[src/hdl/assert_macros.svh]
// Assertion macros shared by the field scan RTL.
// Included by the modules that carry concurrent checks; no other dependencies.
`ifndef ASSERT_MACROS_SVH
`define ASSERT_MACROS_SVH
`ifndef SYNTHESIS
`define JFS_ASSERT_IMP(label, ck, rn, ante, cons) \
	label: assert property (@(posedge ck) disable iff (!rn) (ante) |-> (cons)) \
		else $error("same-cycle check failed");
`define JFS_ASSERT_NXT(label, ck, rn, ante, cons) \
	label: assert property (@(posedge ck) disable iff (!rn) (ante) |=> (cons)) \
		else $error("next-cycle check failed");
`else
`define JFS_ASSERT_IMP(label, ck, rn, ante, cons)
`define JFS_ASSERT_NXT(label, ck, rn, ante, cons)
`endif
`endif

[src/hdl/jfs_pkg.sv]
// Package for the JSON top-level field scan unit: widths, character codes,
// scan phase and status encodings, register map. No dependencies.
`timescale 1ns / 1ps

package jfs_pkg;

	localparam int KEY_MAX_BYTES = 16;
	localparam int KEY_LEN_W     = 5;
	localparam int KIDX_W        = $clog2(KEY_MAX_BYTES + 1);
	localparam int KSEL_W        = $clog2(KEY_MAX_BYTES);
	localparam int DEPTH_W       = 8;
	localparam logic [DEPTH_W-1:0] DEPTH_MAX = 8'd255;
	localparam int VALUE_W       = 64;
	localparam int STATUS_W      = 3;
	localparam int CFG_ADDR_W    = 5;
	localparam int CFG_DATA_W    = 64;

	// Character codes
	localparam logic [7:0] CH_NUL    = 8'h00;
	localparam logic [7:0] CH_TAB    = 8'h09;
	localparam logic [7:0] CH_LF     = 8'h0A;
	localparam logic [7:0] CH_CR     = 8'h0D;
	localparam logic [7:0] CH_SPACE  = 8'h20;
	localparam logic [7:0] CH_QUOTE  = 8'h22;
	localparam logic [7:0] CH_COMMA  = 8'h2C;
	localparam logic [7:0] CH_ZERO   = 8'h30;
	localparam logic [7:0] CH_NINE   = 8'h39;
	localparam logic [7:0] CH_COLON  = 8'h3A;
	localparam logic [7:0] CH_LBRACK = 8'h5B;
	localparam logic [7:0] CH_BSLASH = 8'h5C;
	localparam logic [7:0] CH_RBRACK = 8'h5D;
	localparam logic [7:0] CH_LBRACE = 8'h7B;
	localparam logic [7:0] CH_RBRACE = 8'h7D;

	typedef enum logic [2:0] {
		PH_SCAN   = 3'd0,
		PH_KEY    = 3'd1,
		PH_COLON  = 3'd2,
		PH_VALUE  = 3'd3,
		PH_DIGITS = 3'd4
	} phase_t;

	typedef enum logic [STATUS_W-1:0] {
		ST_FOUND    = 3'd0,
		ST_ABSENT   = 3'd1,
		ST_NOT_INT  = 3'd2,
		ST_OVERFLOW = 3'd3,
		ST_TRAILING = 3'd4
	} status_t;

	// Register indexes (byte address / 8)
	localparam logic [1:0] REG_KEY_LENGTH = 2'd0;
	localparam logic [1:0] REG_KEY_LOW    = 2'd1;
	localparam logic [1:0] REG_KEY_HIGH   = 2'd2;

endpackage

[src/hdl/json_top_level_u64_field_scan_unit.sv]
// JSON top-level field scan unit: takes one document byte per cycle while not
// stalled, finds a configured key at depth one and reports its unsigned 64-bit value.
// Depends on jfs_pkg and assert_macros.svh.
`timescale 1ns / 1ps
`include "assert_macros.svh"

// One byte is accepted every cycle while in_stall is low, back to back, with no
// gaps between documents. The byte in the input register updates the scan state
// (depth, string and escape flags, key match position, accumulator) when it is
// taken; the result, if that byte decides one, is loaded into the output register
// at the same edge. The rate is set by the scan state update, whose longest path
// is the multiply-by-ten and digit add with its overflow test. Each document
// yields exactly one result, at the deciding byte or at the byte marked last;
// later bytes up to the last one give nothing. A stalled output holds the input
// side only while a byte waits in the input register. Key registers are written
// over the APB port at byte addresses 0, 8 and 16; the user must write them only
// while the block is idle, as the block itself does not enforce it.
module json_top_level_u64_field_scan_unit (
	input  logic                                clk,
	input  logic                                arst_n,
	// configuration port
	input  logic                                psel,
	input  logic                                penable,
	input  logic                                pwrite,
	input  logic [jfs_pkg::CFG_ADDR_W-1:0]      paddr,
	input  logic [jfs_pkg::CFG_DATA_W-1:0]      pwdata,
	output logic [jfs_pkg::CFG_DATA_W-1:0]      prdata,
	output logic                                pready,
	// byte input
	input  logic                                in_valid,
	output logic                                in_stall,
	input  logic [7:0]                          text_byte,
	input  logic                                last_byte,
	// result output
	output logic                                out_valid,
	input  logic                                out_stall,
	output logic [jfs_pkg::STATUS_W-1:0]        status,
	output logic [jfs_pkg::VALUE_W-1:0]         field_value
);
	import jfs_pkg::*;

	// configuration registers
	logic [KEY_LEN_W-1:0]         key_length_q;
	logic [63:0]                  key_low_q;
	logic [63:0]                  key_high_q;
	logic                         cfg_write;

	// input stage
	logic                         valid_s1;
	logic [7:0]                   byte_s1;
	logic                         last_s1;
	logic                         fire;

	// scan state
	logic [DEPTH_W-1:0]           depth_q, depth_n;
	logic                         in_str_q, in_str_n;
	logic                         esc_q, esc_n;
	phase_t                       phase_q, phase_n;
	logic [KIDX_W-1:0]            kidx_q, kidx_n;
	logic [VALUE_W-1:0]           acc_q, acc_n;
	logic                         decided_q;

	// output register
	logic                         out_valid_q;
	status_t                      status_q;
	logic [VALUE_W-1:0]           field_value_q;

	// datapath helpers
	logic [KIDX_W-1:0]            key_len_eff;
	logic [8*KEY_MAX_BYTES-1:0]   key_all;
	logic [7:0]                   key_byte;
	logic                         key_hit;
	logic [7:0]                   digit_diff;
	logic [3:0]                   digit;
	logic                         is_digit;
	logic                         is_space;
	logic [VALUE_W+3:0]           acc_sum;
	logic                         acc_ovf;
	logic                         do_scan;
	logic                         emit;
	status_t                      st;

	// configuration write and read
	assign pready    = 1'b1;
	assign cfg_write = psel && penable && pwrite && pready;

	always_ff @(posedge clk or negedge arst_n) begin
		if (!arst_n) begin
			key_length_q <= '0;
			key_low_q    <= '0;
			key_high_q   <= '0;
		end else if (cfg_write) begin
			case (paddr[4:3])
				REG_KEY_LENGTH: key_length_q <= pwdata[KEY_LEN_W-1:0];
				REG_KEY_LOW:    key_low_q    <= pwdata;
				REG_KEY_HIGH:   key_high_q   <= pwdata;
				default: ;
			endcase
		end
	end

	always_comb begin
		case (paddr[4:3])
			REG_KEY_LENGTH: prdata = {{(CFG_DATA_W-KEY_LEN_W){1'b0}}, key_length_q};
			REG_KEY_LOW:    prdata = key_low_q;
			REG_KEY_HIGH:   prdata = key_high_q;
			default:        prdata = '0;
		endcase
	end

	// input register: hold the byte while the output side is stalled
	assign in_stall = valid_s1 && out_valid_q && out_stall;
	assign fire     = valid_s1 && !(out_valid_q && out_stall);

	always_ff @(posedge clk or negedge arst_n) begin
		if (!arst_n) begin
			valid_s1 <= 1'b0;
		end else if (!in_stall) begin
			valid_s1 <= in_valid;
		end
	end

	always_ff @(posedge clk) begin
		if (in_valid && !in_stall) begin
			byte_s1 <= text_byte;
			last_s1 <= last_byte;
		end
	end

	// key compare and digit arithmetic
	assign key_len_eff = (key_length_q > KEY_LEN_W'(KEY_MAX_BYTES)) ?
		KIDX_W'(KEY_MAX_BYTES) : KIDX_W'(key_length_q);
	assign key_all  = {key_high_q, key_low_q};
	assign key_byte = key_all[kidx_q[KSEL_W-1:0]*8 +: 8];
	assign key_hit  = (byte_s1 == key_byte);

	assign digit_diff = byte_s1 - CH_ZERO;
	assign digit      = digit_diff[3:0];
	assign is_digit   = (byte_s1 >= CH_ZERO) && (byte_s1 <= CH_NINE);
	assign is_space   = byte_s1 inside {CH_SPACE, CH_TAB, CH_LF, CH_CR};

	// acc * 10 + digit as (acc << 3) + (acc << 1) + digit; any carry out is overflow
	assign acc_sum = {1'b0, acc_q, 3'b000} + {3'b000, acc_q, 1'b0}
		+ {{VALUE_W{1'b0}}, digit};
	assign acc_ovf = |acc_sum[VALUE_W+3:VALUE_W];

	// next scan state
	always_comb begin
		depth_n  = depth_q;
		in_str_n = in_str_q;
		esc_n    = esc_q;
		phase_n  = phase_q;
		kidx_n   = kidx_q;
		acc_n    = acc_q;
		do_scan  = 1'b0;

		if (byte_s1 != CH_NUL) begin
			case (phase_q)
				PH_KEY: begin
					if (kidx_q < key_len_eff) begin
						if (key_hit) begin
							kidx_n = kidx_q + 1'b1;
						end else begin
							phase_n = PH_SCAN;
							do_scan = 1'b1;
						end
					end else if (byte_s1 == CH_QUOTE) begin
						in_str_n = 1'b0;
						phase_n  = PH_COLON;
					end else begin
						phase_n = PH_SCAN;
						do_scan = 1'b1;
					end
				end
				PH_COLON: begin
					if (byte_s1 == CH_COLON) begin
						phase_n = PH_VALUE;
					end else if (!is_space) begin
						phase_n = PH_SCAN;
						do_scan = 1'b1;
					end
				end
				PH_VALUE: begin
					if (is_digit) begin
						acc_n   = {{(VALUE_W-4){1'b0}}, digit};
						phase_n = PH_DIGITS;
					end
				end
				PH_DIGITS: begin
					if (is_digit && !acc_ovf) begin
						acc_n = acc_sum[VALUE_W-1:0];
					end
				end
				default: begin
					phase_n = PH_SCAN;
					do_scan = 1'b1;
				end
			endcase
		end

		// ordinary string, escape and nesting tracking
		if (do_scan) begin
			if (in_str_q) begin
				if (esc_q) begin
					esc_n = 1'b0;
				end else if (byte_s1 == CH_BSLASH) begin
					esc_n = 1'b1;
				end else if (byte_s1 == CH_QUOTE) begin
					in_str_n = 1'b0;
				end
			end else if (byte_s1 == CH_QUOTE) begin
				in_str_n = 1'b1;
				if (depth_q == DEPTH_W'(1)) begin
					phase_n = PH_KEY;
					kidx_n  = '0;
				end
			end else if (byte_s1 inside {CH_LBRACE, CH_LBRACK}) begin
				if (depth_q < DEPTH_MAX) depth_n = depth_q + 1'b1;
			end else if (byte_s1 inside {CH_RBRACE, CH_RBRACK}) begin
				if (depth_q != '0) depth_n = depth_q - 1'b1;
			end
		end
	end

	// result decision for this byte, then end-of-text on the last byte
	always_comb begin
		emit = 1'b0;
		st   = ST_ABSENT;
		if (byte_s1 == CH_NUL) begin
			emit = 1'b1;
			case (phase_q)
				PH_DIGITS: st = ST_TRAILING;
				PH_VALUE:  st = ST_NOT_INT;
				default:   st = ST_ABSENT;
			endcase
		end else if (phase_q == PH_VALUE) begin
			if (!is_space && !is_digit) begin
				emit = 1'b1;
				st   = ST_NOT_INT;
			end
		end else if (phase_q == PH_DIGITS) begin
			emit = 1'b1;
			if (is_digit) begin
				emit = acc_ovf;
				st   = ST_OVERFLOW;
			end else if (is_space || byte_s1 == CH_COMMA || byte_s1 == CH_RBRACE) begin
				st = ST_FOUND;
			end else begin
				st = ST_TRAILING;
			end
		end
		if (!emit && last_s1) begin
			emit = 1'b1;
			case (phase_n)
				PH_DIGITS: st = ST_TRAILING;
				PH_VALUE:  st = ST_NOT_INT;
				default:   st = ST_ABSENT;
			endcase
		end
		if (decided_q) emit = 1'b0;
	end

	// scan state update: clear after the last byte, freeze once decided
	always_ff @(posedge clk or negedge arst_n) begin
		if (!arst_n) begin
			depth_q   <= '0;
			in_str_q  <= 1'b0;
			esc_q     <= 1'b0;
			phase_q   <= PH_SCAN;
			kidx_q    <= '0;
			acc_q     <= '0;
			decided_q <= 1'b0;
		end else if (fire) begin
			if (last_s1) begin
				depth_q   <= '0;
				in_str_q  <= 1'b0;
				esc_q     <= 1'b0;
				phase_q   <= PH_SCAN;
				kidx_q    <= '0;
				acc_q     <= '0;
				decided_q <= 1'b0;
			end else if (!decided_q) begin
				depth_q   <= depth_n;
				in_str_q  <= in_str_n;
				esc_q     <= esc_n;
				phase_q   <= phase_n;
				kidx_q    <= kidx_n;
				acc_q     <= acc_n;
				decided_q <= emit;
			end
		end
	end

	// output register: load on a decided byte, drop after the transfer
	always_ff @(posedge clk or negedge arst_n) begin
		if (!arst_n) begin
			out_valid_q <= 1'b0;
		end else if (fire) begin
			out_valid_q <= emit;
		end else if (!out_stall) begin
			out_valid_q <= 1'b0;
		end
	end

	always_ff @(posedge clk) begin
		if (fire && emit) begin
			status_q      <= st;
			field_value_q <= (st == ST_FOUND) ? acc_q : '0;
		end
	end

	assign out_valid   = out_valid_q;
	assign status      = status_q;
	assign field_value = field_value_q;

	// checks
	`JFS_ASSERT_NXT(a_last_clears, clk, arst_n, fire && last_s1, !decided_q && phase_q == PH_SCAN && depth_q == '0 && !in_str_q)
	`JFS_ASSERT_NXT(a_last_reports, clk, arst_n, fire && last_s1 && !decided_q, out_valid_q)
	`JFS_ASSERT_NXT(a_no_second_result, clk, arst_n, fire && decided_q, !out_valid_q)
	`JFS_ASSERT_IMP(a_value_only_found, clk, arst_n, out_valid_q && status_q != ST_FOUND, field_value_q == '0)
	`JFS_ASSERT_IMP(a_kidx_bound, clk, arst_n, 1'b1, kidx_q <= KIDX_W'(KEY_MAX_BYTES))

endmodule
[config.mk]
export PLATFORM = sky130hd
export DESIGN_NAME = json_top_level_u64_field_scan_unit
export DESIGN_NICKNAME = d
export VERILOG_FILES = /design/src/hdl/jfs_pkg.sv /design/src/hdl/json_top_level_u64_field_scan_unit.sv
export VERILOG_INCLUDE_DIRS = /design/src /design/src/hdl
export SDC_FILE = /design/constraint.sdc
export NUM_CORES = 1
export LEC_CHECK = 0
export BUFFER_PORTS_ARGS = -buffer_cell sky130_fd_sc_hd__clkbuf_2
export CAP_MARGIN = 0
export CELL_PAD_IN_SITES_DETAIL_PLACEMENT = 0
export CELL_PAD_IN_SITES_GLOBAL_PLACEMENT = 1
export CORE_MARGIN = 2
export CORE_UTILIZATION = 42
export DETAILED_ROUTE_END_ITERATION = 6
export PLACE_DENSITY = 0.87
export SLEW_MARGIN = 40
export SYNTH_ARGS = -nofsm -noshare
export SYNTH_HDL_FRONTEND = slang
export SYNTH_SLANG_ARGS = --single-unit
[constraint.sdc]
create_clock -name clk -period 9 [get_ports clk]
set_clock_uncertainty 0.2 [all_clocks]
set_input_delay 0.9 -clock clk [delete_from_list [all_inputs] [get_ports clk]]
set_output_delay 0.9 -clock clk [all_outputs]
set_load 0.1 [all_outputs]
==> qor.yml <==
status: "finished, final reports clean"
worstSetupStartpointType: "flip-flop"
grtUsageMet3_pct: 5.793
pre_cts_slack_ns: 3.271
postRouteAntennaNets: 0
rsz0062_at_grt: "false"
wl_um: 49810
insertion_delay_ns: 0.55
fp.coreArea_mm2: 0.04422
cap_viol_max_count: 0
yosys_warnings: 0
hp-class: "in -> async"
place_area_mm2: 0.02034
top_usage_layer: "met2"
grt_max_degree: 96
cts.clk_slew.worst_paths_ns: 0.06
h-tree-depth: 2
p_leak_nw: 9.706
postSynthAreaPerCell_um2: 10.39
synthArstFlopShare_pct: 74.15
synth_area_mm2: 0.01879
finalCritPeriodShare_pct: 62.82
finalSetupViolCount: 0
ys_types: 75
vias: 14910
fillerInstances: 4052
ir_worst_vdd_mv: 0.1801
start_util_pct: 42.50
required_ns: 9.24
dieArea_mm2: 0.04646
final_util_pct: 48.64
maxSlewViolCount: 0
fp.dieW_um: 215.5
cts_tree: "done"
cts_made_buffers: 35
area_growth_syn_to_layout_pct: 14.44
dr.pass1.iters: 5
grtUsageTotal_pct: 21.62
ctsResizeCount: 0
hold_buffers: 0
use_met2_pct: 36.75
yosysSeqAreaShare_pct: 41.17
synth_edf_count: 76
cts.sinks: 294
row_count: 77
fin_crit_ns: 5.654
tightest_slew_ns: 0.8374
tns_ns: 0
slew_headroom_pct: 43.74
worstSetupEndpointType: "flip-flop"
synth_nets: 2032
fin_ws_ns: 3.346
grt.overflow.total: 0
cp_max_fo: 44
drive_gt1_share_pct: 24.49
drt_iter0_drc: 831
wire_per_inst_um: 19.36
power.total_mw: 4.062
powerDensity_mw_per_mm2: 188.9
cts.path.max_buffers: 3
gp_congestion: 0.8769
pin_count: 219
drc: 0
nets: 2179
dpl.hpwl_um: 36150
antenna_found_initial: 3
synth_flop_cell: "dfrtp_1"
ys_ff_latch: 294
vias_per_cell: 5.793
grt_pass1_vias: 15020
use_met1_pct: 26.79
fp.dieH_um: 215.5
post-cts-setup-buffers: 0
max_freq_mhz: 176.9
io_buffer_count: 214
finalHoldViolCount: 0
grt_pass1_wl_um: 81360
cp.arrival_ns: 5.90
stdcell_area_mm2: 0.02151
syn_inst: 1809
critPathKind: "reg -> reg"
clockRootBuffer: "clkbuf_16"
layout make-up:
cell class	instances	area [µm²]	share of cell area, %
inverters	39	146.4	0.6806
clock buffers	48	964.7	4.485
repair buffers	231	1220	5.672
well taps	592	740.7	3.444
multi-input cells	1355	10490	48.79
clock inverters	13	201.4	0.9366
flip-flops and latches	294	7739	35.98
diodes	1	2.502	0.01163
layer usage:
layer | up-vias | share of wire, % | routed length (µm)
met5 | - | 0.068 | 34
met4 | 6 | 2.5 | 1239
met3 | 77 | 7.1 | 3560
met2 | 406 | 49 | 24390
met1 | 7347 | 41 | 20580
li1 | 7070 | - | -
where the power goes:
part | switching [mW] | internal [mW] | leakage, nW
Clock | 0.573 | 0.870 | 0.554
Sequential | 0.147 | 1.54 | 3.57
Combinational | 0.641 | 0.289 | 5.59
Total | 1.36 | 2.70 | 9.71
stage by stage:
step / instances / hold WS [ns]
detailed placement: 2511 / 0.3189
global placement: 2510 / 0.3087
finish: 2573 / 0.1663
global route: 2572 / 0.2051
CTS: 2572 / 0.1805
floorplan: 1809 / 0.2919
cells in the final DEF, fill, tap and decap left out, types with 16 or more instances in the layout:
cell         n
nor2_1      48
and2_1      71
clkbuf_2   213
o21ai_0    119
nand2_1    149
inv_1       39
a21o_1      30
edfxtp_1    76
xor2_1      20
dfrtp_1    217
a21oi_1     98
a22o_1      60
o211ai_1    16
ha_1       136
nor3_1      41
nand4_1     24
clkbuf_16   35
nand3_1     86
mux2_2     134
mux4_2      40
xnor2_1     40
cells in the mapped netlist (7+ instances only):
| cell | instances | area [µm²] |
|---|---|---|
| and2_1 | 71 | 444.2 |
| nor2_1 | 49 | 183.9 |
| mux4_2 | 40 | 900.9 |
| ha_1 | 136 | 1702 |
| o211ai_1 | 16 | 120.1 |
| and4_1 | 9 | 78.83 |
| a211oi_1 | 8 | 60.06 |
| a21o_1 | 30 | 225.2 |
| a31o_2 | 7 | 61.31 |
| dfrtp_1 | 218 | 5455 |
| or3_1 | 15 | 93.84 |
| buf_2 | 7 | 35.03 |
| o21ai_0 | 119 | 595.6 |
| nor4_1 | 9 | 56.30 |
| xor2_1 | 20 | 175.2 |
| nand3b_1 | 9 | 67.56 |
| xnor2_1 | 40 | 350.3 |
| a31oi_1 | 13 | 81.33 |
| clkbuf_1 | 105 | 394.1 |
| nor3_1 | 41 | 205.2 |
| mux2i_1 | 15 | 150.1 |
| nand2b_1 | 15 | 93.84 |
| a21oi_1 | 98 | 490.5 |
| a22o_1 | 60 | 525.5 |
| inv_1 | 39 | 146.4 |
| and3_1 | 14 | 87.58 |
| o21a_1 | 8 | 60.06 |
| o21ai_1 | 14 | 70.07 |
| nand2_1 | 149 | 559.3 |
| o31ai_1 | 8 | 60.06 |
| edfxtp_1 | 76 | 2282 |
| a21boi_0 | 7 | 52.55 |
| mux2_2 | 134 | 1509 |
| nand4_1 | 24 | 150.1 |
| nor2b_1 | 11 | 68.82 |
| nand3_1 | 87 | 435.4 |
cells by family (layout without fill, tap and decap cells):
logic type	after synthesis	after routing	synth area share (%)
AND/OR/NAND/NOR	523	523	14.33
AO/OA/AOI/OAI	444	444	15.37
flip-flops	294	294	41.17
buffers and inverters	160	331	3.422
XOR/XNOR	60	60	2.796
multiplexers	189	189	13.62
other	1	2	0.01995
adder cells (fa/ha/maj)	138	138	9.267
worst max-delay path: stages, from the launching register on:
cell,delay (ns)
edfxtp_1,0.53
inv_1,0.16
fa_1,0.61
inv_1,0.06
ha_1,0.30
a211oi_1,0.23
o21ai_0,0.23
a22oi_1,0.31
o221ai_1,0.30
o31ai_1,0.47
a21oi_1,0.13
a311oi_1,0.51
and3_1,0.52
o21ai_4,0.24
buf_4,0.36
a31o_2,0.31
worst paths after layout:
kind                                from              to  slack, ns  cells after the start
min in group clk            text_byte[2]      byte_s1[2]       0.32                      1
max                           byte_s1[3]       acc_q[41]       3.35                     15
min reg2reg                key_low_q[14]   key_low_q[14]       0.33                      1
max in group asynchronous         arst_n       acc_q[26]       7.22                      2
min                               arst_n  key_high_q[55]       0.17                      1
max reg2reg                   byte_s1[3]       acc_q[41]       3.35                     15
sequential cells by signal, indices dropped and copies added, names as in the netlist, 3 cells and up:
name / cells
status: 3
byte_s1: 8
phase_q: 3
kidx_q: 5
depth_q: 8
acc_q: 64
key_low_q: 64
field_value: 64
key_length_q: 5
key_high_q: 64
Note: power is estimated with default switching activity, not from simulation.
